--- config.mk ---
export PLATFORM = sky130hd
export DESIGN_NAME = notch_biquad_coeff_calc
export DESIGN_NICKNAME = d
export VERILOG_FILES = /design/src/nbq_pkg.sv /design/src/nbq_ctrl.sv /design/src/nbq_datapath.sv /design/src/notch_biquad_coeff_calc.sv
export SDC_FILE = /design/constraint.sdc
export NUM_CORES = 2
export LEC_CHECK = 0
export BUFFER_PORTS_ARGS = -buffer_cell sky130_fd_sc_hd__buf_2
export CAP_MARGIN = 20
export CORE_ASPECT_RATIO = 1.25
export CORE_MARGIN = 8
export CORE_UTILIZATION = 55
export DETAILED_ROUTE_END_ITERATION = 10
export HOLD_SLACK_MARGIN = 0.03
export PLACE_DENSITY = 0.72
export SYNTH_ARGS = -nofsm -noshare
export SYNTH_HDL_FRONTEND = slang
export SYNTH_HIERARCHICAL = 1
export SYNTH_SLANG_ARGS = --single-unit
--- constraint.sdc ---
create_clock -name i_clk -period 16 [get_ports i_clk]
set_clock_uncertainty 0.05 [all_clocks]
set_input_delay 1.6 -clock i_clk [delete_from_list [all_inputs] [get_ports i_clk]]
set_output_delay 1.6 -clock i_clk [all_outputs]
set_load 0.02 [all_outputs]
--- src/nbq_pkg.sv ---
// Package for the notch biquad coefficient calculator.
// Holds shared constants, the controller state type and the command/status structs.
package nbq_pkg;

    localparam int FRAC_BITS_DEF    = 30;
    localparam int CORDIC_STEPS_DEF = 24;

    localparam logic [17:0] SR_RESET      = 18'd48000;
    localparam logic [31:0] HALF_PI_Q30   = 32'd1686629713;
    localparam logic [35:0] GAIN_INV_Q30  = 36'sd652032874;
    localparam logic [35:0] ONE_Q30       = 36'sd1073741824;

    typedef enum logic [3:0] {
        S_IDLE,
        S_MOD,
        S_PDIV,
        S_ANGLE,
        S_CORDIC,
        S_QUAD,
        S_ADIV,
        S_ALPHA,
        S_DONE
    } t_state;

    typedef struct packed {
        logic load;
        logic mod_step;
        logic pdiv_step;
        logic angle;
        logic cordic_step;
        logic quad;
        logic adiv_step;
        logic alpha;
        logic finish;
    } t_cmd;

    typedef struct packed {
        logic mod_done;
        logic cordic_done;
        logic div_done;
        logic err;
    } t_status;

    function automatic logic [35:0] atan_q30(input logic [4:0] i);
        logic [35:0] v;
        case (i)
            5'd0:  v = 36'd843314857;
            5'd1:  v = 36'd497837829;
            5'd2:  v = 36'd263043837;
            5'd3:  v = 36'd133525159;
            5'd4:  v = 36'd67021687;
            5'd5:  v = 36'd33543516;
            5'd6:  v = 36'd16775851;
            5'd7:  v = 36'd8388437;
            5'd8:  v = 36'd4194283;
            5'd9:  v = 36'd2097149;
            5'd31: v = 36'd0;
            default: v = 36'd1 << (30 - i);
        endcase
        return v;
    endfunction

endpackage

--- src/nbq_ctrl.sv ---
// Controller state machine for the notch coefficient calculator.
// Depends on nbq_pkg; drives the datapath through t_cmd and reads t_status.
module nbq_ctrl import nbq_pkg::*; (
    input  logic    i_clk,
    input  logic    i_rst_n,
    input  logic    i_in_accept,
    input  logic    i_out_free,
    input  t_status i_status,
    output t_cmd    o_cmd,
    output logic    o_busy,
    output logic    o_done
);

    t_state r_state, n_state;

    always_ff @(posedge i_clk) begin
        if (!i_rst_n) begin
            r_state <= S_IDLE;
        end else begin
            r_state <= n_state;
        end
    end

    always_comb begin
        n_state = r_state;
        o_cmd   = '0;
        o_busy  = 1'b1;
        o_done  = 1'b0;
        case (r_state)
            S_IDLE: begin
                o_busy = 1'b0;
                if (i_in_accept) begin
                    o_cmd.load = 1'b1;
                    n_state = S_MOD;
                end
            end
            S_MOD: begin
                if (i_status.err) begin
                    n_state = S_DONE;
                end else begin
                    o_cmd.mod_step = 1'b1;
                    if (i_status.mod_done) n_state = S_PDIV;
                end
            end
            S_PDIV: begin
                o_cmd.pdiv_step = 1'b1;
                if (i_status.div_done) n_state = S_ANGLE;
            end
            S_ANGLE: begin
                o_cmd.angle = 1'b1;
                n_state = S_CORDIC;
            end
            S_CORDIC: begin
                o_cmd.cordic_step = 1'b1;
                if (i_status.cordic_done) n_state = S_QUAD;
            end
            S_QUAD: begin
                o_cmd.quad = 1'b1;
                n_state = S_ADIV;
            end
            S_ADIV: begin
                o_cmd.adiv_step = 1'b1;
                if (i_status.div_done) n_state = S_ALPHA;
            end
            S_ALPHA: begin
                o_cmd.alpha = 1'b1;
                n_state = S_DONE;
            end
            S_DONE: begin
                if (i_out_free) begin
                    o_cmd.finish = 1'b1;
                    o_done = 1'b1;
                    n_state = S_IDLE;
                end
            end
            default: n_state = S_IDLE;
        endcase
    end

endmodule

--- src/nbq_datapath.sv ---
// Datapath: modulo, phase division, angle scaling, CORDIC, alpha division, output rounding.
// Depends on nbq_pkg; sequenced by nbq_ctrl through t_cmd.
module nbq_datapath import nbq_pkg::*; #(
    parameter int FRAC_BITS    = FRAC_BITS_DEF,
    parameter int CORDIC_STEPS = CORDIC_STEPS_DEF
) (
    input  logic               i_clk,
    input  logic               i_rst_n,
    input  t_cmd               i_cmd,
    input  logic [17:0]        i_fs,
    input  logic [17:0]        i_freq,
    input  logic [15:0]        i_q,
    output t_status            o_status,
    output logic signed [31:0] o_a0,
    output logic signed [31:0] o_a1,
    output logic signed [31:0] o_a2,
    output logic signed [31:0] o_b0,
    output logic               o_err
);

    localparam int SH = 30 - FRAC_BITS;
    localparam int CW = (CORDIC_STEPS > 1) ? $clog2(CORDIC_STEPS) : 1;

    logic [17:0] r_fs;
    logic [15:0] r_q;
    logic        r_err;
    logic [17:0] r_mod;
    logic [4:0]  r_mcnt;
    logic [35:0] r_fsh;
    // Restoring divider shared by the phase and alpha divisions. The dividend
    // shifts out of the top of r_dvd while quotient bits enter at the bottom.
    logic [17:0] r_rem;
    logic [37:0] r_dvd;
    logic [5:0]  r_dcnt;
    logic [35:0] r_z, r_x, r_y;
    logic [CW:0] r_ccnt;
    logic [1:0]  r_quad;
    logic [35:0] r_c;
    logic        r_sneg;
    logic [31:0] r_a0, r_a1, r_a2, r_b0;

    logic        mod_ge;
    logic [17:0] mod_nx;
    assign mod_ge = {18'd0, r_mod} >= r_fsh;
    assign mod_nx = mod_ge ? r_mod - r_fsh[17:0] : r_mod;

    logic [17:0] div_den;
    logic [18:0] div_trial;
    logic        div_ge;
    assign div_den   = i_cmd.pdiv_step ? r_fs : {2'd0, r_q};
    assign div_trial = {r_rem, r_dvd[37]};
    assign div_ge    = div_trial >= {1'b0, div_den};

    logic [60:0] ang_prod;
    assign ang_prod = 61'(r_dvd[29:0]) * 61'(HALF_PI_Q30) + 61'd536870912;

    logic [35:0] dx, dy;
    logic [4:0]  cidx;
    assign cidx = 5'(r_ccnt);
    assign dx = 36'($signed(r_y) >>> cidx);
    assign dy = 36'($signed(r_x) >>> cidx);

    logic [35:0] c_sel, s_sel, s_mag;
    always_comb begin
        case (r_quad)
            2'd0:    begin c_sel = r_x;  s_sel = r_y;  end
            2'd1:    begin c_sel = -r_y; s_sel = r_x;  end
            2'd2:    begin c_sel = -r_x; s_sel = -r_y; end
            default: begin c_sel = r_y;  s_sel = -r_x; end
        endcase
    end
    assign s_mag = s_sel[35] ? -s_sel : s_sel;

    function automatic logic [31:0] to_out(input logic signed [39:0] v);
        logic signed [39:0] t;
        t = v;
        if (SH > 0) t = (v + (40'sd1 <<< (SH > 0 ? SH - 1 : 0))) >>> SH;
        if (t > 40'sd2147483647)       return 32'h7fffffff;
        else if (t < -40'sd2147483648) return 32'h80000000;
        return t[31:0];
    endfunction

    logic signed [39:0] alpha;
    assign alpha = r_sneg ? -40'(r_dvd) : 40'(r_dvd);

    always_ff @(posedge i_clk) begin
        if (!i_rst_n) begin
            r_err <= 1'b0;
        end else if (i_cmd.load) begin
            r_err <= (i_q == 16'd0) || (i_fs == 18'd0);
        end
    end

    always_ff @(posedge i_clk) begin
        if (i_cmd.load) begin
            r_fs   <= i_fs;
            r_q    <= i_q;
            r_mod  <= i_freq;
            r_mcnt <= 5'd0;
            r_fsh  <= {1'b0, i_fs, 17'd0};
            r_a0   <= '0;
            r_a1   <= '0;
            r_a2   <= '0;
            r_b0   <= '0;
        end else if (i_cmd.mod_step) begin
            r_mod  <= mod_nx;
            r_fsh  <= r_fsh >> 1;
            r_mcnt <= r_mcnt + 5'd1;
            // The remainder seeds the phase division, whose dividend is it times 2^32.
            if (r_mcnt == 5'd17) begin
                r_rem  <= mod_nx;
                r_dvd  <= '0;
                r_dcnt <= 6'd0;
            end
        end else if (i_cmd.pdiv_step || i_cmd.adiv_step) begin
            if (div_ge) begin
                r_rem <= 18'(div_trial - {1'b0, div_den});
            end else begin
                r_rem <= div_trial[17:0];
            end
            r_dvd  <= {r_dvd[36:0], div_ge};
            r_dcnt <= r_dcnt + 6'd1;
        end else if (i_cmd.angle) begin
            r_quad <= r_dvd[31:30];
            r_z    <= 36'(ang_prod >> 30);
            r_ccnt <= '0;
            r_x    <= GAIN_INV_Q30;
            r_y    <= '0;
        end else if (i_cmd.cordic_step) begin
            if (!r_z[35]) begin
                r_x <= r_x - dx;
                r_y <= r_y + dy;
                r_z <= r_z - atan_q30(cidx);
            end else begin
                r_x <= r_x + dx;
                r_y <= r_y - dy;
                r_z <= r_z + atan_q30(cidx);
            end
            r_ccnt <= r_ccnt + (CW+1)'(1);
        end else if (i_cmd.quad) begin
            // Alpha division: (|sin| * 128 + Q/2) / Q, sign applied afterwards.
            r_c    <= c_sel;
            r_sneg <= s_sel[35];
            r_rem  <= '0;
            r_dvd  <= {s_mag[30:0], 7'd0} + {23'd0, r_q[15:1]};
            r_dcnt <= 6'd0;
        end else if (i_cmd.alpha) begin
            r_a0 <= to_out($signed(40'(ONE_Q30)) + alpha);
            r_a1 <= to_out(-(40'(signed'(r_c)) <<< 1));
            r_a2 <= to_out($signed(40'(ONE_Q30)) - alpha);
            r_b0 <= to_out($signed(40'(ONE_Q30)));
        end
    end

    assign o_status.mod_done    = i_cmd.mod_step && (r_mcnt == 5'd17);
    assign o_status.cordic_done = i_cmd.cordic_step &&
                                  (r_ccnt == (CW+1)'(CORDIC_STEPS - 1));
    assign o_status.div_done    = (i_cmd.pdiv_step && (r_dcnt == 6'd31)) ||
                                  (i_cmd.adiv_step && (r_dcnt == 6'd37));
    assign o_status.err         = r_err;

    assign o_a0  = r_err ? '0 : r_a0;
    assign o_a1  = r_err ? '0 : r_a1;
    assign o_a2  = r_err ? '0 : r_a2;
    assign o_b0  = r_err ? '0 : r_b0;
    assign o_err = r_err;

    logic unused;
    assign unused = ^{i_cmd.finish, s_mag[35:31], ang_prod[29:0]};

endmodule

--- src/notch_biquad_coeff_calc.sv ---
// Notch biquad coefficient calculator. One request is taken at a time. A valid
// request passes through an 18-step modulo, a 32-step restoring phase division,
// angle scaling, CORDIC_STEPS (24) rotation steps, quadrant selection, a 38-step
// restoring alpha division, rounding and output; the next request can be taken
// once the result is in the output register. A zero Q or zero sample rate skips
// the arithmetic and goes straight to output. A result held by the output stall
// keeps the next one waiting in its final step. The sample rate register is
// written through its own valid/ready port while the block is idle and no
// result is pending.
module notch_biquad_coeff_calc import nbq_pkg::*; #(
    parameter int FRAC_BITS    = FRAC_BITS_DEF,
    parameter int CORDIC_STEPS = CORDIC_STEPS_DEF
) (
    input  logic               i_clk,
    input  logic               i_rst_n,
    input  logic               i_cfg_valid,
    output logic               o_cfg_ready,
    input  logic [17:0]        i_cfg_data,
    input  logic               i_valid,
    output logic               o_stall,
    input  logic [17:0]        i_centre_freq_hz,
    input  logic [15:0]        i_quality_factor,
    output logic               o_valid,
    input  logic               i_stall,
    output logic signed [31:0] o_coef_a0,
    output logic signed [31:0] o_coef_a1,
    output logic signed [31:0] o_coef_a2,
    output logic signed [31:0] o_coef_b0,
    output logic signed [31:0] o_coef_b1,
    output logic signed [31:0] o_coef_b2,
    output logic               o_calc_error
);

    logic [17:0] r_fs;
    t_cmd        cmd;
    t_status     status;
    logic        busy, done, accept;
    logic        r_valid;
    logic signed [31:0] a0, a1, a2, b0;
    logic        err;
    logic signed [31:0] r_coef_a0, r_coef_a1, r_coef_a2;
    logic signed [31:0] r_coef_b0, r_coef_b1, r_coef_b2;
    logic        r_calc_error;

    assign accept      = i_valid && !o_stall;
    assign o_stall     = busy;
    assign o_cfg_ready = !busy && !r_valid;

    always_ff @(posedge i_clk) begin
        if (!i_rst_n) begin
            r_fs <= SR_RESET;
        end else if (i_cfg_valid && o_cfg_ready) begin
            r_fs <= i_cfg_data;
        end
    end

    nbq_ctrl u_ctrl (
        .i_clk      (i_clk),
        .i_rst_n    (i_rst_n),
        .i_in_accept(accept),
        .i_out_free (!r_valid || !i_stall),
        .i_status   (status),
        .o_cmd      (cmd),
        .o_busy     (busy),
        .o_done     (done)
    );

    nbq_datapath #(
        .FRAC_BITS   (FRAC_BITS),
        .CORDIC_STEPS(CORDIC_STEPS)
    ) u_dp (
        .i_clk   (i_clk),
        .i_rst_n (i_rst_n),
        .i_cmd   (cmd),
        .i_fs    (r_fs),
        .i_freq  (i_centre_freq_hz),
        .i_q     (i_quality_factor),
        .o_status(status),
        .o_a0    (a0),
        .o_a1    (a1),
        .o_a2    (a2),
        .o_b0    (b0),
        .o_err   (err)
    );

    always_ff @(posedge i_clk) begin
        if (!i_rst_n) begin
            r_valid <= 1'b0;
        end else if (done) begin
            r_valid <= 1'b1;
        end else if (!i_stall) begin
            r_valid <= 1'b0;
        end
    end

    always_ff @(posedge i_clk) begin
        if (done) begin
            r_coef_a0    <= a0;
            r_coef_a1    <= a1;
            r_coef_a2    <= a2;
            r_coef_b0    <= b0;
            r_coef_b1    <= a1;
            r_coef_b2    <= b0;
            r_calc_error <= err;
        end
    end

    assign o_valid      = r_valid;
    assign o_coef_a0    = r_coef_a0;
    assign o_coef_a1    = r_coef_a1;
    assign o_coef_a2    = r_coef_a2;
    assign o_coef_b0    = r_coef_b0;
    assign o_coef_b1    = r_coef_b1;
    assign o_coef_b2    = r_coef_b2;
    assign o_calc_error = r_calc_error;

endmodule

==> results.md <==
* Root Driver: clkbuf_16
* Diode count at 0
* Tot GR Track Use at 28.3%
* Critical Path AT at 9.61 ns
* Placement Rows at 135
* Die height at 384 µm
* # resized after CTS at 0
* DR iter-0 viols at 3818
* Net count, final at 7214
* Critical path class: reg -> reg
* Synthesis Warnings at 6
* Max Freq at 0.107 GHz
* GRT overflow at 0
* CTS sink cnt at 557
* Clk pin slew, worst setup/hold paths at 0.06 ns
* Number of global-route vias before repair at 47100
* Filler cells at 9312
* Max Cap Viol at 0
* # hold bufs at CTS at 0
* Status: finished clean
* Fin crit period at 9.31 ns
* Total Wirelength at 174000 µm
* Horiz. Die Dim at 310 µm
* I/O pin total at 253
* Vias per Instance at 6.15
* Initial Util at 55.2%
* Core Area at 108000 µm²
* Worst Setup End Kind: register
* CP max FO at 12
* Period utilization at 58.2%
* Layout area overhead at 6.44%
* Worst Hold Margin at 0.410 ns
* Setup TNS at 0 ns
* Pre-antenna DRT Iters at 6
* Normalized max-slew margin at 28.1%
* Most frequent cells in the layout: inv_1, ha_1, nor2_1, edfxtp_1, nand2_1
* TritonCTS buffer count at 60
* Final setup fails at 0
* Kind of start point of the critical path: register
* Worst hold stages at 2
* CTS tree: yes
* RSZ-0062 raised after global routing: no
* I/O Buffers at 252
* Fin. max-slew vios at 0
* R2r worst-path depth at 27
* Tightest Pin Transition at 1.08 ns
* Post-CTS setup buffer count at 0
* Pin count of the biggest net entering global routing at 169
* Via count at 47700
* Fraction of layout cells with a size suffix above 1 at 11.3%
* Placer Congestion at 0.985
* Tightest Hold Check Type: reg -> reg
* Worst endpoint required time at 16.30 ns
* Wire per inst at 22.5 µm
* Full die area at 119000 µm²
* DRC violations left at 0
* Syn Std Cell Area at 59600 µm²
* HPWL Detailed at 136000 µm
* Most common cell after layout, fill and taps aside: inv_1
* First-pass GRT wire length at 267000 µm
* Worst-Skew Late Latency at 0.71 ns
* Final Hold Violating Endpoints at 0
* Antenna Nets Post-Route at 0
* Mapped Cells at 6247
* Syn Area/Cell at 9.54 µm²
* CTS H-tree lvls at 2
* Initial antenna violation count at 1
* Deepest clock path buffer count at 3
## metal layers
metal / global-route usage (%) / routed length [µm]
met5: 0 / 13
met3: 3.70 / 12300
met1: 34.9 / 67000
met2: 48.7 / 85400
met4: 13.5 / 9270
## flip-flops by register name, summed over array words and instances, names as in the netlist, 5 cells and up
name / flops
o_coef_a0: 32
o_coef_a2: 32
o_coef_b0: 32
o_coef_b1: 32
r_fs: 18
u_dp/r_a0: 32
u_dp/r_a1: 32
u_dp/r_a2: 32
u_dp/r_c: 36
u_dp/r_ccnt: 6
u_dp/r_dcnt: 6
u_dp/r_dvd: 38
u_dp/r_fs: 18
u_dp/r_fsh: 35
u_dp/r_mcnt: 5
u_dp/r_mod: 18
u_dp/r_q: 16
u_dp/r_rem: 18
u_dp/r_x: 36
u_dp/r_y: 36
u_dp/r_z: 36
## layout make-up
cell class	instances	area, µm²	share of cell area, %
clock buffers	82	1730	2.73
well taps	1438	1800	2.84
repair buffers	320	1800	2.83
clock inverters	32	344	0.542
multi-input cells	4665	40000	63.1
inverters	651	2440	3.85
flip-flops and latches	557	15300	24.1
## stage by stage
| stage | setup slack, ns | cells | cell area, µm² | util, % |
|---|---|---|---|---|
| final | 6.69 | 7745 | 63400 | 58.8 |
| after global routing | 6.21 | 7745 | 63400 | 58.8 |
| after CTS | 6.67 | 7743 | 63400 | 58.7 |
| after detailed placement | 6.70 | 7629 | 61300 | 56.8 |
| after global placement | 6.81 | 7629 | 61300 | 56.8 |
| after floorplan | 4.32 | 6277 | 59700 | - |
## final timing paths
check        slack [ns]                         end                   startpoint
min                0.41  u_dp/r_a2[31]$_SDFFE_PP0P_   u_dp/r_a2[31]$_SDFFE_PP0P_
max                6.69      u_dp/r_z[30]$_DFFE_PP_  u_dp/r_dvd[5]$_SDFFCE_PP0P_
max reg2reg        6.69      u_dp/r_z[30]$_DFFE_PP_  u_dp/r_dvd[5]$_SDFFCE_PP0P_
min reg2reg        0.41  u_dp/r_a2[31]$_SDFFE_PP0P_   u_dp/r_a2[31]$_SDFFE_PP0P_
## worst max-delay path, cell delays in order, from the launching register on
cell and delay, ns:
edfxtp_1 0.73, inv_1 0.21, fa_1 0.55, inv_1 0.11, fa_1 0.50, fa_1 0.52, inv_1 0.05, fa_1 0.51
inv_1 0.06, fa_1 0.52, fa_1 0.44, fa_1 0.55, inv_1 0.06, fa_1 0.53, inv_1 0.04, ha_1 0.29
a2111oi_0 0.37, o21ai_0 0.15, o211ai_1 0.10, o211ai_1 0.20, a31oi_1 0.56, o22ai_1 0.31, a211oi_1 0.63, o21bai_1 0.18
a21o_1 0.23, a221oi_1 0.31, xnor2_1 0.16, a21oi_1 0.08
Power is not shown: default switching activity piles up to over one toggle a cycle in this logic, so the estimate is an artifact.
